$ cat src/sv/assert_macros.svh
// ----------------------------------------------------------------------------
// Assertion macros
// Shared concurrent assertion wrappers. They compile to nothing when
// SYNTHESIS is defined.
// ----------------------------------------------------------------------------
`ifndef ASSERT_MACROS_SVH
`define ASSERT_MACROS_SVH

`ifndef SYNTHESIS

// The property must hold at every rising edge outside of reset.
`define ASSERT_CLK(lbl, clk, rstn, prop, msg) \
	lbl: assert property (@(posedge clk) disable iff (!rstn) (prop)) else $error(msg);

// The condition must never be true outside of reset.
`define ASSERT_NEVER(lbl, clk, rstn, cond, msg) \
	lbl: assert property (@(posedge clk) disable iff (!rstn) !(cond)) else $error(msg);

`else

`define ASSERT_CLK(lbl, clk, rstn, prop, msg)
`define ASSERT_NEVER(lbl, clk, rstn, cond, msg)

`endif

`endif

$ cat src/sv/crc32hx_pkg.sv
// ----------------------------------------------------------------------------
// crc32hx_pkg
// Types, character codes, sequencer steps and CRC helpers of the hex ASCII
// frame encoder.
// ----------------------------------------------------------------------------
package crc32hx_pkg;

	// Reflected CRC-32 polynomial.
	localparam logic [31:0] CRC_POLY = 32'hEDB88320;

	// Character codes.
	localparam logic [6:0] CHAR_OPEN  = 7'h3C;
	localparam logic [6:0] CHAR_CLOSE = 7'h0A;
	localparam logic [6:0] CHAR_ZERO  = 7'h30;
	localparam logic [6:0] CHAR_A     = 7'h41;

	// Command queue geometry.
	localparam int QUEUE_DEPTH = 2;
	localparam int QUEUE_AW    = (QUEUE_DEPTH > 1) ? $clog2(QUEUE_DEPTH) : 1;
	localparam int QUEUE_CW    = $clog2(QUEUE_DEPTH + 1);

	// Output sequencer steps for one command.
	localparam logic [3:0] STEP_OPEN      = 4'd0;
	localparam logic [3:0] STEP_HI        = 4'd1;
	localparam logic [3:0] STEP_LO        = 4'd2;
	localparam logic [3:0] STEP_CRC_FIRST = 4'd3;
	localparam logic [3:0] STEP_CLOSE     = 4'd11;

	// Input transaction payload.
	typedef struct packed {
		logic [7:0] data_byte;
		logic       last_byte;
	} in_item_t;

	// Output transaction payload.
	typedef struct packed {
		logic [6:0] ascii_char;
		logic       frame_end;
	} out_item_t;

	// One classified byte handed from the front end to the serializer.
	typedef struct packed {
		logic        open;
		logic        last;
		logic [7:0]  data;
		logic [31:0] crc;
	} cmd_t;

	// CRC-32 table entry, reduced to constant logic by synthesis.
	function automatic logic [31:0] crc_table(input logic [7:0] idx);
		logic [31:0] v;
		v = {24'd0, idx};
		for (int k = 0; k < 8; k++) begin
			v = v[0] ? ((v >> 1) ^ CRC_POLY) : (v >> 1);
		end
		return v;
	endfunction

	// Upper-case ASCII hex digit of one nibble.
	function automatic logic [6:0] hex_char(input logic [3:0] nib);
		logic [6:0] ext;
		ext = {3'd0, nib};
		return (nib < 4'd10) ? (CHAR_ZERO + ext) : (CHAR_A + ext - 7'd10);
	endfunction

endpackage

$ cat src/sv/crc32hx_front.sv
// ----------------------------------------------------------------------------
// crc32hx_front
// Accepts payload bytes, marks the first byte of each frame, folds every byte
// into the running CRC and pushes one command per byte into the queue.
// ----------------------------------------------------------------------------
module crc32hx_front (
	input  logic                 clk,
	input  logic                 arst_n,
	input  logic                 byte_valid,
	output logic                 byte_ready,
	input  crc32hx_pkg::in_item_t byte_item,
	input  logic                 queue_full,
	output logic                 push,
	output crc32hx_pkg::cmd_t    push_cmd
);

	logic [31:0] crc_q;
	logic        inside_q;
	logic [31:0] crc_next;

	// A byte is taken whenever the queue has room.
	assign byte_ready = !queue_full;
	assign push       = byte_valid && byte_ready;

	// One table step of the reflected CRC.
	assign crc_next = (crc_q >> 8) ^ crc32hx_pkg::crc_table(crc_q[7:0] ^ byte_item.data_byte);

	// Classified command; the CRC field is only used on the final byte.
	always_comb begin
		push_cmd.open = !inside_q;
		push_cmd.last = byte_item.last_byte;
		push_cmd.data = byte_item.data_byte;
		push_cmd.crc  = crc_next;
	end

	// Frame state advances on every accepted transaction.
	always_ff @(posedge clk or negedge arst_n) begin
		if (!arst_n) begin
			crc_q    <= '0;
			inside_q <= 1'b0;
		end else if (push) begin
			crc_q    <= byte_item.last_byte ? 32'd0 : crc_next;
			inside_q <= !byte_item.last_byte;
		end
	end

endmodule

$ cat src/sv/crc32hx_queue.sv
// ----------------------------------------------------------------------------
// crc32hx_queue
// Short first-in first-out queue of commands between the front end and the
// serializer.
// ----------------------------------------------------------------------------
`include "assert_macros.svh"

module crc32hx_queue (
	input  logic              clk,
	input  logic              arst_n,
	input  logic              push,
	input  crc32hx_pkg::cmd_t push_cmd,
	input  logic              pop,
	output logic              full,
	output logic              head_valid,
	output crc32hx_pkg::cmd_t head_cmd
);

	localparam logic [crc32hx_pkg::QUEUE_AW-1:0] PTR_LAST =
		crc32hx_pkg::QUEUE_AW'(crc32hx_pkg::QUEUE_DEPTH - 1);
	localparam logic [crc32hx_pkg::QUEUE_CW-1:0] COUNT_FULL =
		crc32hx_pkg::QUEUE_CW'(crc32hx_pkg::QUEUE_DEPTH);

	crc32hx_pkg::cmd_t                   entry_q [crc32hx_pkg::QUEUE_DEPTH];
	logic [crc32hx_pkg::QUEUE_AW-1:0]    wr_ptr_q;
	logic [crc32hx_pkg::QUEUE_AW-1:0]    rd_ptr_q;
	logic [crc32hx_pkg::QUEUE_CW-1:0]    count_q;

	assign full       = (count_q == COUNT_FULL);
	assign head_valid = (count_q != '0);
	assign head_cmd   = entry_q[rd_ptr_q];

	// Entry storage.
	always_ff @(posedge clk) begin
		if (push) begin
			entry_q[wr_ptr_q] <= push_cmd;
		end
	end

	// Pointers and fill count.
	always_ff @(posedge clk or negedge arst_n) begin
		if (!arst_n) begin
			wr_ptr_q <= '0;
			rd_ptr_q <= '0;
			count_q  <= '0;
		end else begin
			if (push) begin
				wr_ptr_q <= (wr_ptr_q == PTR_LAST) ? '0 : wr_ptr_q + 1'b1;
			end
			if (pop) begin
				rd_ptr_q <= (rd_ptr_q == PTR_LAST) ? '0 : rd_ptr_q + 1'b1;
			end
			if (push && !pop) begin
				count_q <= count_q + 1'b1;
			end else if (pop && !push) begin
				count_q <= count_q - 1'b1;
			end
		end
	end

	`ASSERT_NEVER(a_no_push_full, clk, arst_n, push && full && !pop, "push into a full queue")
	`ASSERT_NEVER(a_no_pop_empty, clk, arst_n, pop && !head_valid, "pop from an empty queue")
	`ASSERT_CLK(a_count_range, clk, arst_n, count_q <= COUNT_FULL, "queue count out of range")

endmodule

$ cat src/sv/crc32hx_back.sv
// ----------------------------------------------------------------------------
// crc32hx_back
// Serializer: walks the steps of the command at the head of the queue and
// emits one ASCII character per cycle, unless stalled or idle, via a registered output.
// ----------------------------------------------------------------------------
`include "assert_macros.svh"

module crc32hx_back (
	input  logic                   clk,
	input  logic                   arst_n,
	input  logic                   head_valid,
	input  crc32hx_pkg::cmd_t      head_cmd,
	output logic                   pop,
	output logic                   char_valid,
	input  logic                   char_ready,
	output crc32hx_pkg::out_item_t char_item
);

	logic                   char_valid_q;
	crc32hx_pkg::out_item_t char_item_q;
	logic                   busy_q;
	logic [3:0]             step_q;

	logic                   load;
	logic                   emit;
	logic [3:0]             step_start;
	logic [3:0]             step_stop;
	logic [3:0]             step_cur;
	logic [3:0]             crc_off;
	logic [2:0]             nib_idx;
	logic [31:0]            crc_shift;
	crc32hx_pkg::out_item_t char_next;

	// The output register takes a new character when empty or being drained.
	assign load = !char_valid_q || char_ready;
	assign emit = load && head_valid;

	// Step range of the head command.
	assign step_start = head_cmd.open ? crc32hx_pkg::STEP_OPEN : crc32hx_pkg::STEP_HI;
	assign step_stop  = head_cmd.last ? crc32hx_pkg::STEP_CLOSE : crc32hx_pkg::STEP_LO;
	assign step_cur   = busy_q ? step_q : step_start;
	assign pop        = emit && (step_cur == step_stop);

	// CRC bytes go out least-significant first, high nibble of each first.
	assign crc_off   = step_cur - crc32hx_pkg::STEP_CRC_FIRST;
	assign nib_idx   = crc_off[2:0] ^ 3'd1;
	assign crc_shift = head_cmd.crc >> {nib_idx, 2'b00};

	// Character for the current step.
	always_comb begin
		char_next.frame_end = 1'b0;
		case (step_cur)
			crc32hx_pkg::STEP_OPEN: begin
				char_next.ascii_char = crc32hx_pkg::CHAR_OPEN;
			end
			crc32hx_pkg::STEP_HI: begin
				char_next.ascii_char = crc32hx_pkg::hex_char(head_cmd.data[7:4]);
			end
			crc32hx_pkg::STEP_LO: begin
				char_next.ascii_char = crc32hx_pkg::hex_char(head_cmd.data[3:0]);
			end
			crc32hx_pkg::STEP_CLOSE: begin
				char_next.ascii_char = crc32hx_pkg::CHAR_CLOSE;
				char_next.frame_end  = 1'b1;
			end
			default: begin
				char_next.ascii_char = crc32hx_pkg::hex_char(crc_shift[3:0]);
			end
		endcase
	end

	// Step sequencer and output valid.
	always_ff @(posedge clk or negedge arst_n) begin
		if (!arst_n) begin
			char_valid_q <= 1'b0;
			busy_q       <= 1'b0;
			step_q       <= '0;
		end else begin
			if (load) begin
				char_valid_q <= head_valid;
			end
			if (emit) begin
				busy_q <= (step_cur != step_stop);
				step_q <= step_cur + 4'd1;
			end
		end
	end

	// Output payload register.
	always_ff @(posedge clk) begin
		if (emit) begin
			char_item_q <= char_next;
		end
	end

	assign char_valid = char_valid_q;
	assign char_item  = char_item_q;

	`ASSERT_CLK(a_busy_has_head, clk, arst_n, busy_q |-> head_valid, "command left mid-sequence")
	`ASSERT_CLK(a_end_is_newline, clk, arst_n, (char_valid_q && char_item_q.frame_end) |-> (char_item_q.ascii_char == crc32hx_pkg::CHAR_CLOSE), "frame end on a non-newline character")

endmodule

$ cat src/sv/crc32_hex_ascii_frame_encoder.sv
// Hex ASCII frame encoder with CRC-32. Frame payload bytes come in one per
// transaction with a mark on the final byte; characters go out one per
// transaction from a registered output, at most one per cycle. A frame's first
// byte yields '<' and two hex digits, a middle byte two digits, and the final
// byte its two digits, the eight digits of the reflected CRC-32 (seed 0, no
// final inversion, bytes least-significant first) and a newline flagged with
// frame_end. The output serializer sets the rate, since it sends all the characters
// of one command before it takes another. The CRC is updated as a byte is
// accepted, and a two-entry command queue lets the input side run ahead of the
// serializer; a byte's command is held in a queue entry, and its first character
// then goes out through the output register.
// ----------------------------------------------------------------------------
// crc32_hex_ascii_frame_encoder
// Top level: front end, command queue and serializer.
// ----------------------------------------------------------------------------
module crc32_hex_ascii_frame_encoder (
	input  logic                   clk,
	input  logic                   arst_n,
	input  logic                   byte_valid,
	output logic                   byte_ready,
	input  crc32hx_pkg::in_item_t  byte_item,
	output logic                   char_valid,
	input  logic                   char_ready,
	output crc32hx_pkg::out_item_t char_item
);

	logic              push;
	crc32hx_pkg::cmd_t push_cmd;
	logic              queue_full;
	logic              pop;
	logic              head_valid;
	crc32hx_pkg::cmd_t head_cmd;

	// Classify bytes and run the CRC.
	crc32hx_front u_front (
		.clk        (clk),
		.arst_n     (arst_n),
		.byte_valid (byte_valid),
		.byte_ready (byte_ready),
		.byte_item  (byte_item),
		.queue_full (queue_full),
		.push       (push),
		.push_cmd   (push_cmd)
	);

	// Decouple the two sides.
	crc32hx_queue u_queue (
		.clk        (clk),
		.arst_n     (arst_n),
		.push       (push),
		.push_cmd   (push_cmd),
		.pop        (pop),
		.full       (queue_full),
		.head_valid (head_valid),
		.head_cmd   (head_cmd)
	);

	// Emit characters.
	crc32hx_back u_back (
		.clk        (clk),
		.arst_n     (arst_n),
		.head_valid (head_valid),
		.head_cmd   (head_cmd),
		.pop        (pop),
		.char_valid (char_valid),
		.char_ready (char_ready),
		.char_item  (char_item)
	);

endmodule

$ cat config.mk
export PLATFORM = sky130hd
export DESIGN_NAME = crc32_hex_ascii_frame_encoder
export DESIGN_NICKNAME = d
export VERILOG_FILES = /design/src/sv/crc32hx_pkg.sv /design/src/sv/crc32hx_front.sv /design/src/sv/crc32hx_queue.sv /design/src/sv/crc32hx_back.sv /design/src/sv/crc32_hex_ascii_frame_encoder.sv
export VERILOG_INCLUDE_DIRS = /design/src /design/src/sv
export SDC_FILE = /design/constraint.sdc
export NUM_CORES = 1
export LEC_CHECK = 0
export ABC_AREA = 1
export BUFFER_PORTS_ARGS = -buffer_cell sky130_fd_sc_hd__buf_2
export CAP_MARGIN = 20
export CORE_AREA = 3 3 141 212
export CTS_BUF_LIST = sky130_fd_sc_hd__clkbuf_4 sky130_fd_sc_hd__clkbuf_8
export CTS_CLUSTER_SIZE = 30
export DETAILED_ROUTE_END_ITERATION = 6
export DIE_AREA = 0 0 144 215
export GPL_ROUTABILITY_DRIVEN = 0
export PLACE_DENSITY_LB_ADDON = 0.2
export SYNTH_ARGS = -nofsm -noshare
export SYNTH_HDL_FRONTEND = slang
export SYNTH_SLANG_ARGS = --single-unit
$ cat constraint.sdc
create_clock -name clk -period 3.6 [get_ports clk]
set_input_delay 0.72 -clock clk [delete_from_list [all_inputs] [get_ports clk]]
set_output_delay 0.72 -clock clk [all_outputs]
set_load 0.1 [all_outputs]
### Word-level counts from Yosys, hierarchy flattened

Memories as Yosys holds them, arrays and structs flattened.
Cells that the tools add are included.
W data, S select, Z words.

* register bits after elaboration: 51
* bits in writable memories: 84
* input port bits: 13
* output and inout port bits: 10
* word-level logic and storage cells: 85
* memories kept: 1

Memories
* u_queue.entry_q: depth 2, bits a word 42, read ports 1, clocked after Yosys merged registers in 0, write ports 1, line crc32hx_queue.sv:24 `crc32hx_pkg::cmd_t entry_q [crc32hx_pkg::QUEUE_DEPTH];`

* add/sub/neg operators: 15
* $lt $le $gt $ge: 3
* equal/unequal tests: 6
* shift operators: 1
* multiplexer cells: 23
* bitwise logic cells: 11
* reductions and logical operators: 15

Operators by type and width (count)
* $mux W32: 9
* $not A13 Y14: 7
* $shr A32 B5 Y4: 1
* $xor A24 B32 Y32: 1
* $pmux W7 S4: 1
* $add A6 B4 Y7 const A: 3
* $add A7 B4 Y7 const A: 3
* $mux W7: 3
* $sub A7 B4 Y7 const B: 3
* $not A1 Y14: 1
* $lt A4 B4 Y1 const B: 3
* $mux W4: 2
* $xor A8 B8 Y8: 1
* $logic_not A1 Y1: 6
* $mux W1: 6
* $logic_and A1 B1 Y1: 5
* $add A4 B1 Y4 const B: 1
* $eq A4 B1 Y1 const B: 1
* $eq A4 B2 Y1 const B: 1
* $eq A4 B4 Y1: 1
* $eq A4 B4 Y1 const B: 1
* $logic_not A4 Y1: 1
* $mux W2: 2
* $ne A4 B4 Y1: 1
* other kinds (8): 10

### Logic depth before layout (Yosys ltp)

Gate-level depths: netlist (run 1).

* depth after elaboration: 19
* depth in mapped cells: 21
* depth with buffers taken out: 17

### By module

From an unflattened synthesis (run 1), not the netlist that was laid out.

* cell total of the unflattened synthesis: 722
* area, all modules: 7379.6 um^2

By module, submodules not included
* crc32hx_queue: times used 1, cells each 156, area each 3439.5 um^2, sequential area each 2622.5 um^2
* crc32hx_front: times used 1, cells each 330, area each 2418.6 um^2, sequential area each 825.8 um^2
* crc32hx_back: times used 1, cells each 236, area each 1521.5 um^2, sequential area each 390.4 um^2

### Least setup slack after synthesis (run 1)

OpenSTA, ideal clock, no wires.

* kind: register -> register
* start: register u_queue.count_q[0] in the netlist's numbering
* end: memory u_queue.entry_q[1][0] in the netlist's numbering, enable pin
* setup time: 0.443 ns
* arrival: 3.356 ns
* required time: 3.157 ns
* setup slack: -0.199 ns
* cell stages (with the launch flop): 6
* buffers on the path: 1
* cell sequence: dfrtp_1 > inv_1 > nand2_1 > nand2_1 > clkbuf_1 > nor2_1

* cells in the longest elaborated chain, start to end: 5

RTL lines
* start, declared: line crc32hx_queue.sv:27 `logic [crc32hx_pkg::QUEUE_CW-1:0] count_q;`
* start signal, assigned: line crc32hx_queue.sv:54 `count_q <= count_q + 1'b1;`
* start signal, assigned: line crc32hx_queue.sv:56 `count_q <= count_q - 1'b1;`
* $eq A2 B2 Y1: line crc32hx_queue.sv:29 `assign full = (count_q == COUNT_FULL);`
* $logic_not A1 Y1: line crc32hx_front.sv:22 `assign byte_ready = !queue_full;`
* via byte_ready: line crc32_hex_ascii_frame_encoder.sv:20 `output logic byte_ready,`
* $logic_and A1 B1 Y1: line crc32hx_front.sv:23 `assign push = byte_valid && byte_ready;`
* $mux W1: line crc32hx_queue.sv:35 `if (push) begin`
* $mux W1 (implied by the code): line crc32hx_queue.sv:36 `entry_q[wr_ptr_q] <= push_cmd;`
* end, declared: line crc32hx_queue.sv:24

The timed path passes the listed nets, and every way through them passes these cells.

==> summary.md, run 1 <==
| Metric | Value |
|---|---|
| Placed Cells | approximately 1100 |
| R2R setup slack | 800 ps |
| Core box area | between 20000 and 30000 um2 |
| Worst-Margin Slew | roughly 750 ps |
| Starting Density | around 25% |
| Count of cell types in the netlist | 42 |
| Hpwl dp | ~13000 um |
| # hold bufs at CTS | 0 |
| Unrepaired setup endpoints after global routing | false |
| Area growth from synthesis to layout | 13.9% |
| RR Startpoint | u_back.busy_q |
| Crit path cell chain | nand2_1 > inv_1 > ha_1 > inv_1 > nand3_1 > nand3_1 > nand2_1 > ha_1 > nand3_1 > inv_1 > nor2_2 > o21ai_1 |
| Crit path arrival time | 3010 ps |
| Ys async rst share | a little under a third |
| Via Count | between 4000 and 5000 |
| Ranking of synthesized cells by area | edfxtp_1 (39%), dfrtp_1 (15%), nand2_1 (9.6%), xor2_1 (4.7%), inv_1 (4.3%) |
| Die span in y | 215 um |
| Die X | 144 um |
| Cell area after synthesis | around 7000 um2 |
| Die ar. | just over 30000 um2 |
| CP max-delay cell | inv_1 |
| Skew-Pair Late Insertion Delay | between 400 and 500 ps |
| Final hold vios | 0 |
| Max clock buf depth | 2 |
| Ports | 23 |
| Port Buffers | 22 |
| Post-Layout Cell Count | about 1100 |
| Synth cell count leaders | nand2_1 (180), edfxtp_1 (92), inv_1 (80), nor2_1 (65), nand3_1 (59) |
| Detail Route Antenna Nets | 0 |
| Total CTS buffers | 17 |
| Reg-to-Reg End | u_back.char_item[5] |
| Drt wl/cell | 16.4 um |
| Pre-antenna DRT Iters | 6 |
| Fmax | 0.357 GHz |
| Final Max Slew Viols | 0 |
| Total track usage | about an eighth |
| Fin crit share | around 78% |
| Kind of start point of the critical path | flop |
| Nets | 790 |
| ANT cells | 0 |
| Clk slew on worst S/H paths | ~80 ps |
| Status | complete, no violations |
| Final core occ | between 20% and 30% |
| Clock root buffer | clkbuf_8 |
| Max_cap viols | 0 |
| Synth Warn # | 0 |
| Hold Path Class | in2async |
| Worst setup EP type | flop |
| Grt ovf | 0 |
| Fin crit period | about 2800 ps |
| DRC | 0 |
| Global-route wire length before repair | 29300 um |
| Cell count after synthesis | 738 |
| Row cnt | 75 |
| Final setup TNS | 0 ps |
| Routed WL | about 18000 um |
| Yosys reg bits | 135 |
| DRT iter0 DRCs | a little over 300 |
| Post-synth EDFFs | 92 |
| Area fraction of the dominant cell type after synthesis | about 39% |
| Relative slew margins | 50.0% |
| Critical path class | reg2reg |
| Final Setup Violations | 0 |
| Post-Syn Area per Cell | between 9 and 10 um2 |
| Initial antenna violation count | 0 |
| CP startpoint | u_back.busy_q |
| Top cell type by total area after synthesis | edfxtp_1 |
| CTS tree | yes |
| Postcts setup bufs | 0 |
| Crit path required time | ~3800 ps |
| Crit-path max FO | 21 |
| Post-CTS Resized | 0 |
| Fin Hold WS | a little over 300 ps |
| H-tree depth | 4 |
| CP max stage delay | ~550 ps |
| Number of global-route vias before repair | ~5000 |
| Top-count cell post-synth | nand2_1 |
| Syn_nets | about 760 |
| Share of layout cells above drive strength 1 | 12.7% |
| CTS Sinks | around 140 |
| DR vias/cell | 4.36 |
| Largest net degree at the start of global routing | 52 |
| Most used DFF post-synth | edfxtp_1 |
| Register area share after synthesis | approximately 55% |
| R2R cell count | 12 |
| Worst Skew | ~9.1 ps |
-- layer usage --
metal | routed length (um) | GRT usage [%] | vias to the layer above
met5 | 0 | 0 | -
met4 | 432 | 4.84 | 0
met3 | 394 | 2.69 | 22
met2 | 10300 | 23.2 | 69
met1 | 7370 | 14.0 | 2357
li1 | - | - | 2469
-- state kept, by name, indices dropped and copies added, names as in the netlist --
signal,flops
u_back.busy_q,1
u_back.char_item,8
u_back.char_valid,1
u_back.step_q,4
u_front.crc_q,32
u_front.inside_q,1
u_queue.count_q,2
u_queue.entry_q,84
u_queue.rd_ptr_q,1
u_queue.wr_ptr_q,1
-- critical path: cells and delay by family (launching register included) --
kind	cells	cell delay [ps]
fa+ha+maj	2	540
flops	1	470
compound gates	1	60
buf+inv	3	700
simple gates	6	750
-- logic make-up (layout without fill, tap and decap cells) --
logic type / Yosys count / after routing / share of synthesized area [%]
xor+xnor: 66 / 66 / 9.68
mux: 5 / 5 / 0.713
fa+ha+maj: 8 / 8 / 1.43
flops: 135 / 135 / 54.7
compound gates: 73 / 73 / 6.01
buf+inv: 109 / 153 / 6.56
simple gates: 342 / 342 / 20.9
-- stage by stage --
| stage | setup slack (ps) | area (um2) |
|---|---|---|
| 3_5_place_dp | 781 | 7570 |
| 5_1_grt | 469 | 8000 |
| 2_1_floorplan | 512 | 7020 |
| 4_1_cts | 773 | 8000 |
| 6_report | 799 | 8000 |
| 3_3_place_gp | 827 | 7570 |
-- how the worst max path moves through the flow --
stage | to | cells after the start
floorplan | u_queue.entry_q[1][0] | 5
global placement | u_back.char_item[5] | 12
detailed placement | u_back.char_item[5] | 12
CTS | u_back.char_item[5] | 12
global route | u_back.char_item[5] | 15
finish | u_back.char_item[5] | 12
-- area by class of cell --
cell class,count,area [um2]
multi-input cells,494,2730
clock buffers,18,241
well taps,346,433
repair buffers,37,248
clock inverters,14,183
flip-flops and latches,135,3840
inverters,84,318
fillers,2956,20100
-- layout by cell type, fill, tap and decap left out, types with 6 or more instances in the layout --
cell,count
o21ai_1,6
ha_1,8
nor2_1,63
a21boi_0,8
buf_4,13
inv_1,80
nand2_2,9
buf_2,22
xnor2_1,19
a21oi_1,15
dfrtp_1,42
o22ai_1,14
o21ai_0,24
nand2_1,180
xor2_1,38
clkbuf_8,17
edfxtp_1,92
nand3_1,59
nand4_1,8
Power of run 1 is not shown: default switching activity piles up to over one toggle a cycle in this logic, so the estimate is an artifact.
==> run 2, diff against run 1 <==
clock period = 2.4 ns   (was 3.6 ns; I/O delays follow)
==> summary.md, run 2 (same netlist as run 1, synthesis figures left out) <==
| Metric | Value |
|---|---|
| Global-route wire length before repair | 29600 um (+0.94%) |
| Clock root buffer | clkbuf_8 |
| Worst Slack Setup Final | 143 ps (-656 ps) |
| Crit path arrival time | 2470 ps (-540 ps) |
| Grt ovf | 0 (unchanged) |
| Total CTS buffers | 17 (unchanged) |
| Critical path endpoint | u_back.char_item[5] |
| Pre-CTS setup slack | 29.9 ps (-751 ps) |
| Crit-path max FO | 11 (-48%) |
| CP startpoint | u_queue.rd_ptr_q |
| Initial antenna violation count | 0 (unchanged) |
| Total track usage | 12.8% (+0.17 points) |
| Largest net degree at the start of global routing | 52 (unchanged) |
| Area growth from synthesis to layout | 21.5% |
| Relative slew margins | 56.8% (+6.8 points) |
| Core box area | 28100 um2 (unchanged) |
| Hold Path Class | in2async |
| R2R cell count | 14 (+2) |
| Worst-Margin Slew | 648 ps (-101 ps) |
| Row cnt | 75 (unchanged) |
| Hpwl dp | 13900 um (+5.8%) |
| Pre-antenna DRT Iters | 4 (-2) |
| Max FFs per register | 84 (unchanged) |
| Max clock buf depth | 2 (unchanged) |
| Worst setup EP type | flop |
| Design area | 8530 um2 (+6.6%) |
| Met3 usage | 2.74% (+0.044 points) |
| Reg-to-Reg End | u_back.char_item[5] |
| RR Startpoint | u_queue.rd_ptr_q |
| Fin crit share | 94.0% (+16 points) |
| Most common cell after layout, fill and taps aside | nand2_1 |
| Crit path required time | 2610 ps (-1200 ps) |
| H-tree depth | 4 (unchanged) |
| Unrepaired setup endpoints after global routing | false |
| Nets | 834 (+5.6%) |
| Starting Density | 25.0% (unchanged) |
| Drt wl/cell | 16.1 um (-1.5%) |
| Port Buffers | 22 (unchanged) |
| Clk slew on worst S/H paths | 80 ps (about the same) |
| Status | complete, no violations |
| Fmax | 0.443 GHz (+24%) |
| Skew-Pair Late Insertion Delay | 470 ps (about the same) |
| Share of layout cells above drive strength 1 | 20.2% (+7.6 points) |
| Final Max Slew Viols | 0 (unchanged) |
| Worst Skew | 12.2 ps (+3.06 ps) |
| Via Count | 5073 (+3.2%) |
| R2R setup slack | 140 ps (-660 ps) |
| Fin crit period | 2260 ps (-544 ps) |
| DP Area | 7980 um2 (+5.5%) |
| Grt met2 use | 24.7% (+1.5 points) |
| DRC | 0 (unchanged) |
| Die X | 144 um (unchanged) |
| Most frequent cells in the layout | nand2_1 (173), edfxtp_1 (92), inv_1 (77) |
| Fin Hold WS | 113 ps (-194 ps) |
| Die span in y | 215 um (unchanged) |
| Max_cap viols | 0 (unchanged) |
| Kind of start point of the critical path | flop |
| Largest register by flop count | u_queue.entry_q |
| Critical path class | reg2reg |
| Routed WL | 18900 um (+2.5%) |
| Ports | 23 (unchanged) |
| CTS Sinks | 135 (unchanged) |
| Final Setup Violations | 0 (unchanged) |
| Final hold vios | 0 (unchanged) |
| Most used routing layer | met2 |
| Die ar. | 31000 um2 (unchanged) |
| DRT iter0 DRCs | 252 (-19%) |
| GRT met1 Usage | 13.5% (-0.52 points) |
| Detail Route Antenna Nets | 0 (unchanged) |
| Number of global-route vias before repair | 5240 (+2.0%) |
| CTS tree | yes |
| DR vias/cell | 4.32 (-0.87%) |
[run 2: cell count changes in the layout (fill, tap and decap cells not counted), moves of 3 or more]
cell | before | now
inv_1 | 80 | 77
buf_12 | 2 | 7
nand3_1 | 59 | 54
nand2_1 | 180 | 173
a21oi_1 | 15 | 12
a21oi_2 | 0 | 3
nand2_2 | 9 | 13
buf_6 | 0 | 3
buf_4 | 13 | 48
inv_6 | 0 | 6
nand3_2 | 1 | 5
[run 2: cell type report]
cell class	instances	area [um2]
clock inverters	15	173
inverters	84	333
clock buffers	17	234
diodes	2	5.00
fillers	2875	19500
multi-input cells	494	2850
repair buffers	81	659
flip-flops and latches	135	3840
well taps	346	433
[run 2: worst min-delay path by stage]
stage                             from                  to  slack (ps)  depth (start not counted)
floorplan                       arst_n       u_back.busy_q         180                          0
global placement    u_queue.count_q[0]  u_queue.count_q[0]         470                          1
detailed placement  u_queue.count_q[0]  u_queue.count_q[0]         470                          1
CTS                             arst_n   u_front.crc_q[15]         100                          2
global route                    arst_n   u_front.crc_q[19]         140                          2
finish                          arst_n   u_front.crc_q[19]         110                          2
[run 2: metrics by stage]
| step | util [%] | setup TNS (ps) | std cells |
|---|---|---|---|
| detailed placement | 28.5 | 0 | 1136 |
| global route | 30.4 | 0 | 1172 |
| global placement | 28.5 | -5.58 | 1136 |
| CTS | 29.9 | 0 | 1168 |
| floorplan | - | -6.70 | 738 |
| finish | 30.4 | 0 | 1174 |
[run 2: repair_timing]
| action | 4_1_cts | 5_1_grt |
|---|---|---|
| setup buffers | 0 | 4 |
| setup endpoints to repair | 0 | 5 |
| gates resized for setup | 0 | 27 |
| hold buffers | 0 | 0 |
[run 2: critical path, stage by stage (launching register included)]
cell	delay (ps)
dfrtp_2	450
clkinv_4	70
nand2_2	60
nand3_4	70
nand2_4	70
ha_4	340
buf_8	160
nand3_1	90
nand3_1	140
nand2_4	100
ha_4	180
nand3_2	70
inv_2	40
nor2_2	80
o21ai_1	70
[run 2: per-layer routing]
metal,wire length [um],vias to the layer above
li1,-,2564
met1,7500,2444
met2,10700,50
met3,464,15
met4,286,0
met5,0,-
Power of run 2 is left out for the same reason.
==> run 3, diff against run 2 <==
MAX_ROUTING_LAYER = met4   (was not set)
==> summary.md, run 3 (same netlist as run 1, synthesis figures left out) <==
| Metric | Value |
|---|---|
| Status | complete, no violations |
| Initial antenna violation count | 0 (unchanged) |
| Pre-antenna DRT Iters | 4 (unchanged) |
| Final hold vios | 0 (unchanged) |
| Pre-CTS setup slack | 29.9 ps (unchanged) |
| CTS Sinks | 135 (unchanged) |
| R2R cell count | 14 (unchanged) |
| DRT iter0 DRCs | 254 (+0.79%) |
| Filler Cell Count | 2871 (-0.14%) |
| Port Buffers | 22 (unchanged) |
| Die X | 144 um (unchanged) |
| CTS tree | yes |
| Worst Slack Setup Final | 147 ps (+4.09 ps) |
| Hold Path Class | in2async |
| CP max stage delay | 460 ps (about the same) |
| Final Max Slew Viols | 0 (unchanged) |
| Number of global-route vias before repair | 5218 (-0.42%) |
| Worst setup EP type | flop |
| Max clock buf depth | 2 (unchanged) |
| Crit path required time | 2610 ps (about the same) |
| DRC | 0 (unchanged) |
| Kind of start point of the critical path | flop |
| Die span in y | 215 um (unchanged) |
| Reg-to-Reg End | u_back.char_item[5] |
| Worst-Margin Slew | 652 ps (+3.66 ps) |
| Total track usage | 13.2% (+0.38 points) |
| Worst Skew | 12.2 ps (+0.0375 ps) |
| Routed WL | 18900 um (-0.11%) |
| Grt ovf | 0 (unchanged) |
| Fin crit share | 93.9% (-0.17 points) |
| Fmax | 0.444 GHz (+0.18%) |
| R2R setup slack | 150 ps (about the same) |
| CP startpoint | u_queue.rd_ptr_q |
| Max_cap viols | 0 (unchanged) |
| Crit path cell chain | clkinv_4 > nand2_2 > nand3_4 > nand2_4 > ha_4 > buf_8 > nand3_1 > nand3_1 > nand2_4 > ha_4 > nand3_2 > inv_2 > nor2_2 > o21ai_1 |
| H-tree depth | 4 (unchanged) |
| Final Setup Violations | 0 (unchanged) |
| Fin crit period | 2250 ps (-4.09 ps) |
| Row cnt | 75 (unchanged) |
| RR Startpoint | u_queue.rd_ptr_q |
| Share of layout cells above drive strength 1 | 20.2% (unchanged) |
| Hpwl dp | 13900 um (unchanged) |
| CP max-delay cell | dfrtp_2 |
| Critical path class | reg2reg |
| Most frequent cells in the layout | nand2_1 (173), edfxtp_1 (92), inv_1 (77) |
| Crit path arrival time | 2460 ps (about the same) |
| Area taken by multi-input logic gates | 2850 um2 (unchanged) |
| Clock root buffer | clkbuf_8 |
| Drt wl/cell | 16.1 um (about the same) |
| Ports | 23 (unchanged) |
| DR vias/cell | 4.32 (about the same) |
| Core box area | 28100 um2 (unchanged) |
| Unrepaired setup endpoints after global routing | false |
| Skew-Pair Late Insertion Delay | 470 ps (about the same) |
| Largest register by flop count | u_queue.entry_q |
| Crit-path max FO | 11 (unchanged) |
| Die ar. | 31000 um2 (unchanged) |
| Fin Hold WS | 115 ps (+2.56 ps) |
| Critical path endpoint | u_back.char_item[5] |
| Nets | 834 (unchanged) |
| Max FFs per register | 84 (unchanged) |
| Starting Density | 25.0% (unchanged) |
| Detail Route Antenna Nets | 0 (unchanged) |
| Most common cell after layout, fill and taps aside | nand2_1 |
| Global-route wire length before repair | 29600 um (about the same) |
| Relative slew margins | 56.5% (-0.24 points) |
| Via Count | 5064 (-0.18%) |
| # hold bufs at CTS | 0 (unchanged) |
| Sequential cell area | 3840 um2 (unchanged) |
| Clk slew on worst S/H paths | 80 ps (about the same) |
| Area growth from synthesis to layout | 21.5% (about the same) |
| Largest net degree at the start of global routing | 52 (unchanged) |
| Total CTS buffers | 17 (unchanged) |
run 3: per-stage QoR:
stage	utilization, %	cell area (um2)	cells	TNS, ps
after floorplan	-	7120	738	-6.70
after global placement	28.5	7980	1136	-5.58
after detailed placement	28.5	7980	1136	0
after CTS	29.9	8390	1168	0
after global routing	30.4	8520	1172	0
final	30.4	8520	1173	0
run 3: worst max-delay path: cells and delay by family, from the launching register on:
| family | cells | cell delay [ps] |
|---|---|---|
| DFF | 1 | 460 |
| AOI/OAI and AO/OA | 1 | 70 |
| adders and majority gates | 2 | 520 |
| and+or+nand+nor | 8 | 680 |
| buffers and inverters | 3 | 270 |
run 3: layer usage:
layer	track usage [%]	up-vias	wire length, um
li1	-	2562	-
met1	13.5	2435	7510
met2	24.7	52	10700
met3	2.74	15	446
met4	4.18	0	280
met5	-	-	0
run 3: worst min-delay path by stage:
stage	startpoint	endpoint	slack, ps	cells after the start
3_5_place_dp	u_queue.count_q[0]	u_queue.count_q[0]	470	1
3_3_place_gp	u_queue.count_q[0]	u_queue.count_q[0]	470	1
6_report	arst_n	u_front.crc_q[19]	120	2
5_1_grt	arst_n	u_front.crc_q[19]	140	2
2_1_floorplan	arst_n	u_back.busy_q	180	0
4_1_cts	arst_n	u_front.crc_q[15]	100	2
run 3: repair_timing:
action | in CTS | in global routing
buffers inserted | 0 | 4
hold endpoints to repair | 0 | 0
resized for setup | 0 | 27
setup endpoints to repair | 0 | 5
run 3: cell type report:
| cell class | count | area share (%) |
|---|---|---|
| antenna | 1 | 0.0294 |
| clock buffer | 17 | 2.75 |
| tap | 346 | 5.08 |
| sequential | 135 | 45.1 |
| clock inverter | 15 | 2.03 |
| multi-input combinational | 494 | 33.4 |
| timing repair buffer | 81 | 7.74 |
| inverter | 84 | 3.90 |
Power of run 3 is left out for the same reason.
